$ cat src/sv/assert_macros.svh
// Assertion helpers shared by the RTL.
`ifndef ASSERT_MACROS_SVH
`define ASSERT_MACROS_SVH

// Same-cycle implication.
`define ASSERT_IMPLIES(label, clk, rst, ante, cons) \
   label: assert property (@(posedge clk) disable iff (rst) (ante) |-> (cons)) \
      else $error("assertion failed");

// Next-cycle implication.
`define ASSERT_NEXT(label, clk, rst, ante, cons) \
   label: assert property (@(posedge clk) disable iff (rst) (ante) |=> (cons)) \
      else $error("assertion failed");

`endif

$ cat src/sv/cpng_pkg.sv
package cpng_pkg;

   localparam int unsigned CSR_ADDR_W = 1;
   localparam int unsigned CSR_DATA_W = 32;
   localparam int unsigned REQ_DATA_W = 8;
   localparam int unsigned RSP_DATA_W = 104;

   localparam logic [CSR_ADDR_W-1:0] CSR_AMPLITUDE  = 1'b0;
   localparam logic [CSR_ADDR_W-1:0] CSR_PHASE_STEP = 1'b1;

   localparam logic [15:0] AMPLITUDE_RESET  = 16'd4096;
   localparam logic [31:0] PHASE_STEP_RESET = 32'd6835653;

   // Working width of the rotation datapath (Q1.30 plus headroom)
   localparam int unsigned CW = 34;
   localparam logic signed [CW-1:0] INV_GAIN_Q30 = 34'sd652032874;

   typedef struct packed {
      logic                 flip;
      logic signed [CW-1:0] x;
      logic signed [CW-1:0] y;
      logic signed [CW-1:0] z;
   } lane_type;

   typedef struct packed {
      logic            valid;
      logic [31:0]     index;
      logic            last;
      lane_type [1:0]  lane;   // lane 0: phase, lane 1: minus half phase
   } cell_type;

   typedef struct packed {
      logic [31:0]        index;
      logic signed [16:0] pos_x;
      logic signed [16:0] pos_y;
      logic signed [15:0] quat_z;
      logic signed [15:0] quat_w;
      logic               last;
   } result_type;

   // Arctangent of 2^-i in units of 2^-32 turn
   function automatic logic [30:0] atan_turn(input int unsigned idx);
      logic [30:0] v;
      case (idx)
         0:  v = 31'd536870912;
         1:  v = 31'd316933406;
         2:  v = 31'd167458907;
         3:  v = 31'd85004756;
         4:  v = 31'd42667331;
         5:  v = 31'd21354465;
         6:  v = 31'd10679838;
         7:  v = 31'd5340245;
         8:  v = 31'd2670163;
         9:  v = 31'd1335087;
         10: v = 31'd667544;
         11: v = 31'd333772;
         12: v = 31'd166886;
         13: v = 31'd83443;
         14: v = 31'd41722;
         15: v = 31'd20861;
         16: v = 31'd10430;
         17: v = 31'd5215;
         18: v = 31'd2608;
         19: v = 31'd1304;
         20: v = 31'd652;
         21: v = 31'd326;
         22: v = 31'd163;
         23: v = 31'd81;
         default: v = 31'd0;
      endcase
      return v;
   endfunction

endpackage

$ cat src/sv/cpng_post.sv
module cpng_post (
   input  logic                 clock,
   input  logic                 reset,
   input  logic                 adv,
   input  logic [15:0]          amplitude,
   input  cpng_pkg::cell_type   d_in,
   output logic                 res_valid,
   output cpng_pkg::result_type res_out
);

   localparam int unsigned CW = cpng_pkg::CW;
   localparam int unsigned PW = CW + 17;

   function automatic logic signed [15:0] quat_round(input logic signed [CW-1:0] v);
      logic signed [CW:0]   sum;
      logic signed [CW-15:0] r;
      sum = $signed({v[CW-1], v}) + $signed((CW+1)'(16384));
      r   = (CW-14)'(sum >>> 15);
      if (r < -32768)
         return 16'sh8000;
      else if (r > 32767)
         return 16'sh7fff;
      else
         return r[15:0];
   endfunction

   function automatic logic signed [16:0] pos_round(input logic signed [PW-1:0] p);
      logic signed [PW:0]    sum;
      logic signed [PW-30:0] r;
      sum = $signed({p[PW-1], p}) + $signed((PW+1)'(64'd536870912));
      r   = (PW-29)'(sum >>> 30);
      if (r < -65536)
         return 17'sh10000;
      else if (r > 65535)
         return 17'sh0ffff;
      else
         return r[16:0];
   endfunction

   // stage A: undo the half-turn fold
   logic                 a_valid_ff;
   logic [31:0]          a_index_ff;
   logic                 a_last_ff;
   logic signed [CW-1:0] a_c0_ff, a_s0_ff, a_c1_ff, a_s1_ff;
   // stage B: scale by amplitude, round the quaternion
   logic                 b_valid_ff;
   logic [31:0]          b_index_ff;
   logic                 b_last_ff;
   logic signed [PW-1:0] b_px_ff, b_py_ff;
   logic signed [15:0]   b_qz_ff, b_qw_ff;
   // stage C: round the position
   logic                 c_valid_ff;
   cpng_pkg::result_type c_res_ff;

   always_ff @(posedge clock) begin
      if (reset) begin
         a_valid_ff <= 1'b0;
         b_valid_ff <= 1'b0;
         c_valid_ff <= 1'b0;
      end else if (adv) begin
         a_valid_ff <= d_in.valid;
         b_valid_ff <= a_valid_ff;
         c_valid_ff <= b_valid_ff;
      end
   end

   always_ff @(posedge clock) begin
      if (adv) begin
         a_index_ff <= d_in.index;
         a_last_ff  <= d_in.last;
         a_c0_ff    <= d_in.lane[0].flip ? -d_in.lane[0].x : d_in.lane[0].x;
         a_s0_ff    <= d_in.lane[0].flip ? -d_in.lane[0].y : d_in.lane[0].y;
         a_c1_ff    <= d_in.lane[1].flip ? -d_in.lane[1].x : d_in.lane[1].x;
         a_s1_ff    <= d_in.lane[1].flip ? -d_in.lane[1].y : d_in.lane[1].y;

         b_index_ff <= a_index_ff;
         b_last_ff  <= a_last_ff;
         b_px_ff    <= $signed({1'b0, amplitude}) * a_s0_ff;
         b_py_ff    <= $signed({1'b0, amplitude}) * a_c0_ff;
         b_qz_ff    <= quat_round(a_s1_ff);
         b_qw_ff    <= quat_round(a_c1_ff);

         c_res_ff.index  <= b_index_ff;
         c_res_ff.last   <= b_last_ff;
         c_res_ff.pos_x  <= pos_round(b_px_ff);
         c_res_ff.pos_y  <= pos_round(b_py_ff);
         c_res_ff.quat_z <= b_qz_ff;
         c_res_ff.quat_w <= b_qw_ff;
      end
   end

   assign res_valid = c_valid_ff;
   assign res_out   = c_res_ff;

endmodule

$ cat config.mk
export PLATFORM = sky130hd
export DESIGN_NAME = cpng_post
export DESIGN_NICKNAME = d
export VERILOG_FILES = /design/src/sv/assert_macros.svh /design/src/sv/cpng_pkg.sv /design/src/sv/cpng_post.sv
export SDC_FILE = /design/constraint.sdc
export NUM_CORES = 2
export LEC_CHECK = 0
export BUFFER_PORTS_ARGS = -buffer_cell sky130_fd_sc_hd__buf_2
export CAP_MARGIN = 30
export CORE_ASPECT_RATIO = 0.9
export CORE_UTILIZATION = 59
export DETAILED_ROUTE_END_ITERATION = 10
export GPL_TIMING_DRIVEN = 1
export PLACE_DENSITY = 0.89
export SYNTH_ARGS = -nofsm -noshare
export SYNTH_HDL_FRONTEND = slang
export SYNTH_SLANG_ARGS = --single-unit
$ cat constraint.sdc
create_clock -name clock -period 9.2 [get_ports clock]
set_clock_uncertainty 0.1 [all_clocks]
set_input_delay 0.46 -clock clock [delete_from_list [all_inputs] [get_ports clock]]
set_output_delay 0.46 -clock clock [all_outputs]
set_load 0.005 [all_outputs]
==> results.yml <==
status:
  status: "finished clean"
global_routing:
  grt_usage_pct: 32.3
  grt_pass1_wl_mm: 219
  grt_pass1_vias: 41900
  grt.overflow.total: 0
  antenna_found_initial: 5
  grt_max_degree: 146
logic_synthesis:
  yosys-top-cells-count: "inv_1 (1217), fa_1 (1030), nand2_1 (786), and2_1 (400), edfxtp_1 (349)"
  synth_edf_count: 349
  synth_fp_nets: 6625
  ys_warn_count: 0
  synth_ff_type: "edfxtp_1"
  syn_avg_cell_area_um2: 9.98
  synth_top_area_cell: "fa_1"
  synth_area_leaders: "fa_1 (41%), edfxtp_1 (21%), inv_1 (9.0%)"
  synth_top_area_share_pct: 40.6
  synth_most_common_cell: "inv_1"
  ys_seq_area_share_pct: 20.7
  ys_ff_latch: 352
  syn_area_um2: 50800
  synth_cell_types: 68
  async_reset_ff_share_pct: 0
  syn_inst: 5092
clock_network:
  clk_latency_ns: 0.60
  ctsHtreeMaxLevel: 2
  cts_tree: "done"
  cts.clk_slew.worst_paths_ns: 0.06
  numCtsBuffers: 38
  root_buffer: "clkbuf_16"
  cts_buffer_depth: 3
  post_cts_resized: 0
  cts.sinks: 352
finish:
  fin_area_um2: 54900
  drive_gt1_share_pct: 7.70
  nets: 6814
  final_cells: 6444
  syn_to_final_growth_pct: 8.00
drt:
  via_per_inst: 5.84
  drt_iter0_markers: 3983
  drc: 0
  wirelength_mm: 135
  ant_nets: 0
  wire_per_inst_um: 21.0
  vias: 37700
  drt-pass1-iter-count: 10
setup_path:
  worstSetupEndpointType: "register"
  r2r_start: "a_s0_ff[10]"
  r2r_cells: 20
  reg2reg_to: "b_px_ff[47]"
  setup.worst_path.class: "register to register"
  regToRegSetupSlack_ns: 1.01
  cp.required_ns: 9.46
  critPathMaxFanout: 16
  setup.worst_path.start: "a_s0_ff[10]"
  critPathLaunchType: "register"
  crit_path_end: "b_px_ff[47]"
  worstPathArrival_ns: 8.45
die:
  chipHeight_um: 280
  dieArea_um2: 87400
  core_um2: 84800
  rows: 101
  die_w_um: 311
  start_util_pct: 60.0
  ios: 359
placement:
  place_area_um2: 53200
  gp_congestion: 0.958
  pre_cts_ws_ns: 1.13
  hpwl_mm: 97.1
  dp.cells: 6336
  portBuffers: 290
timing:
  rsz0062_at_grt: "false"
  min_period_ns: 8.19
  slew_headroom_pct: 27.9
  fin_tns_setup_ns: 0
  worstMarginPinSlew_ns: 1.08
  worst_slack_ns: 1.01
  clock.fmax_ghz: 0.122
  post-route-period-util_pct: 89.0
  finalHoldViolations: 0
  setup-violations-final: 0
  slew_violations: 0
job:
  drv_cap: 0
min_path:
  worstHoldStart: "d_in[204]"
  min-delay-path-class: "primary input to register"
kinds of logic (layout without fill, tap and decap cells):
logic type,count (synthesis),after routing,share of synthesized area [%]
multiplexers,4,4,0.0788
adder cells (fa/ha/maj),1274,1274,46.6
buffers and inverters,1440,1657,10.6
AO/OA/AOI/OAI,370,370,4.54
XOR/XNOR,219,219,3.77
AND/OR/NAND/NOR,1433,1433,13.7
other,0,2,0
flip-flops,352,352,20.7
placed cells by master, fill, tap and decap left out, types with 5 or more instances in the layout:
| cell type | synthesis | layout |
|---|---|---|
| and4_1 | 17 | 17 |
| inv_1 | 1217 | 1217 |
| fa_1 | 1030 | 1030 |
| o31ai_1 | 28 | 28 |
| nand3_1 | 43 | 43 |
| a21oi_1 | 142 | 142 |
| nand2_1 | 786 | 786 |
| a211oi_1 | 5 | 5 |
| xor2_1 | 66 | 66 |
| o21a_1 | 6 | 6 |
| xnor2_1 | 153 | 153 |
| clkinv_2 | 0 | 5 |
| edfxtp_1 | 349 | 349 |
| or2_2 | 6 | 6 |
| clkinv_1 | 0 | 6 |
| or3_1 | 13 | 13 |
| or4_1 | 17 | 17 |
| o21bai_1 | 7 | 7 |
| nor2_1 | 33 | 33 |
| a31oi_1 | 11 | 11 |
| buf_4 | 0 | 43 |
| nand4_1 | 23 | 23 |
| nor3_1 | 12 | 12 |
| ha_1 | 244 | 244 |
| and3_1 | 28 | 28 |
| o21ai_1 | 9 | 9 |
| nor4_1 | 15 | 15 |
| nor2b_1 | 13 | 13 |
| clkbuf_16 | 0 | 38 |
| o21ai_0 | 66 | 66 |
| nand2b_1 | 13 | 13 |
| and2_1 | 400 | 400 |
| dlygate4sd3_1 | 0 | 37 |
| a21o_1 | 41 | 41 |
| o41ai_1 | 9 | 9 |
| buf_2 | 0 | 289 |
final cells by class:
class / count / area (um^2)
tap: 1133 / 1420
timing repair buffer: 371 / 2170
clock buffer: 42 / 966
fill: 5888 / 29900
inverter: 1218 / 4570
antenna: 2 / 5.00
clock inverter: 26 / 335
multi-input combinational: 3300 / 34900
sequential: 352 / 10500
per-layer routing:
layer / GRT usage [%] / share of wire [%] / up-vias / wire length (um)
li1: - / - / 15700 / -
met1: 39.4 / 34 / 18500 / 45900
met2: 51.5 / 46 / 2717 / 62900
met3: 10.2 / 13 / 767 / 17900
met4: 16.8 / 6.2 / 8 / 8440
met5: 0 / 0.032 / - / 43
what timing repair did:
action	4_1_cts	5_1_grt
hold endpoints to repair	38	0
hold buffers	37	0
buffers inserted	0	0
flip-flops by register name, summed over array words and instances, names as in the netlist:
signal and flops:
b_qw_ff 16, b_valid_ff 1, a_valid_ff 1, a_c1_ff 20, a_c0_ff 34, b_qz_ff 16, b_py_ff 22, b_last_ff 1
a_s0_ff 34, a_index_ff 32, res_out 99, res_valid 1, a_last_ff 1, b_index_ff 32, a_s1_ff 20, b_px_ff 22
worst min-delay path by stage:
stage	to	slack, ns	depth (start not counted)
finish	a_c1_ff[33]	0.06	2
global route	a_c1_ff[26]	0.05	2
CTS	a_c1_ff[33]	0.03	2
detailed placement	res_out[13]	0.30	0
global placement	res_out[95]	0.30	0
floorplan	b_index_ff[0]	0.30	0
stage by stage:
| step | hold slack (ns) | util (%) |
|---|---|---|
| after global placement | 0.300 | 62.7 |
| after floorplan | 0.300 | - |
| final | 0.0638 | 64.8 |
| after CTS | 0.0269 | 64.7 |
| after global routing | 0.0523 | 64.8 |
| after detailed placement | 0.305 | 62.8 |
worst max-delay path, cell delays in order, from the launching register on:
cell	delay [ns]
edfxtp_1	0.94
nand2_1	0.21
fa_1	0.54
fa_1	0.54
fa_1	0.53
inv_1	0.06
fa_1	0.50
fa_1	0.51
inv_1	0.05
fa_1	0.49
inv_1	0.05
ha_1	0.30
a31oi_1	0.18
nor2b_1	0.07
o311ai_0	0.80
o221ai_1	0.44
o21ai_1	0.35
a31oi_1	0.22
a221oi_1	0.43
or4b_1	0.49
o311ai_0	0.13
Power is not shown: default switching activity piles up to over one toggle a cycle in this logic, so the estimate is an artifact.
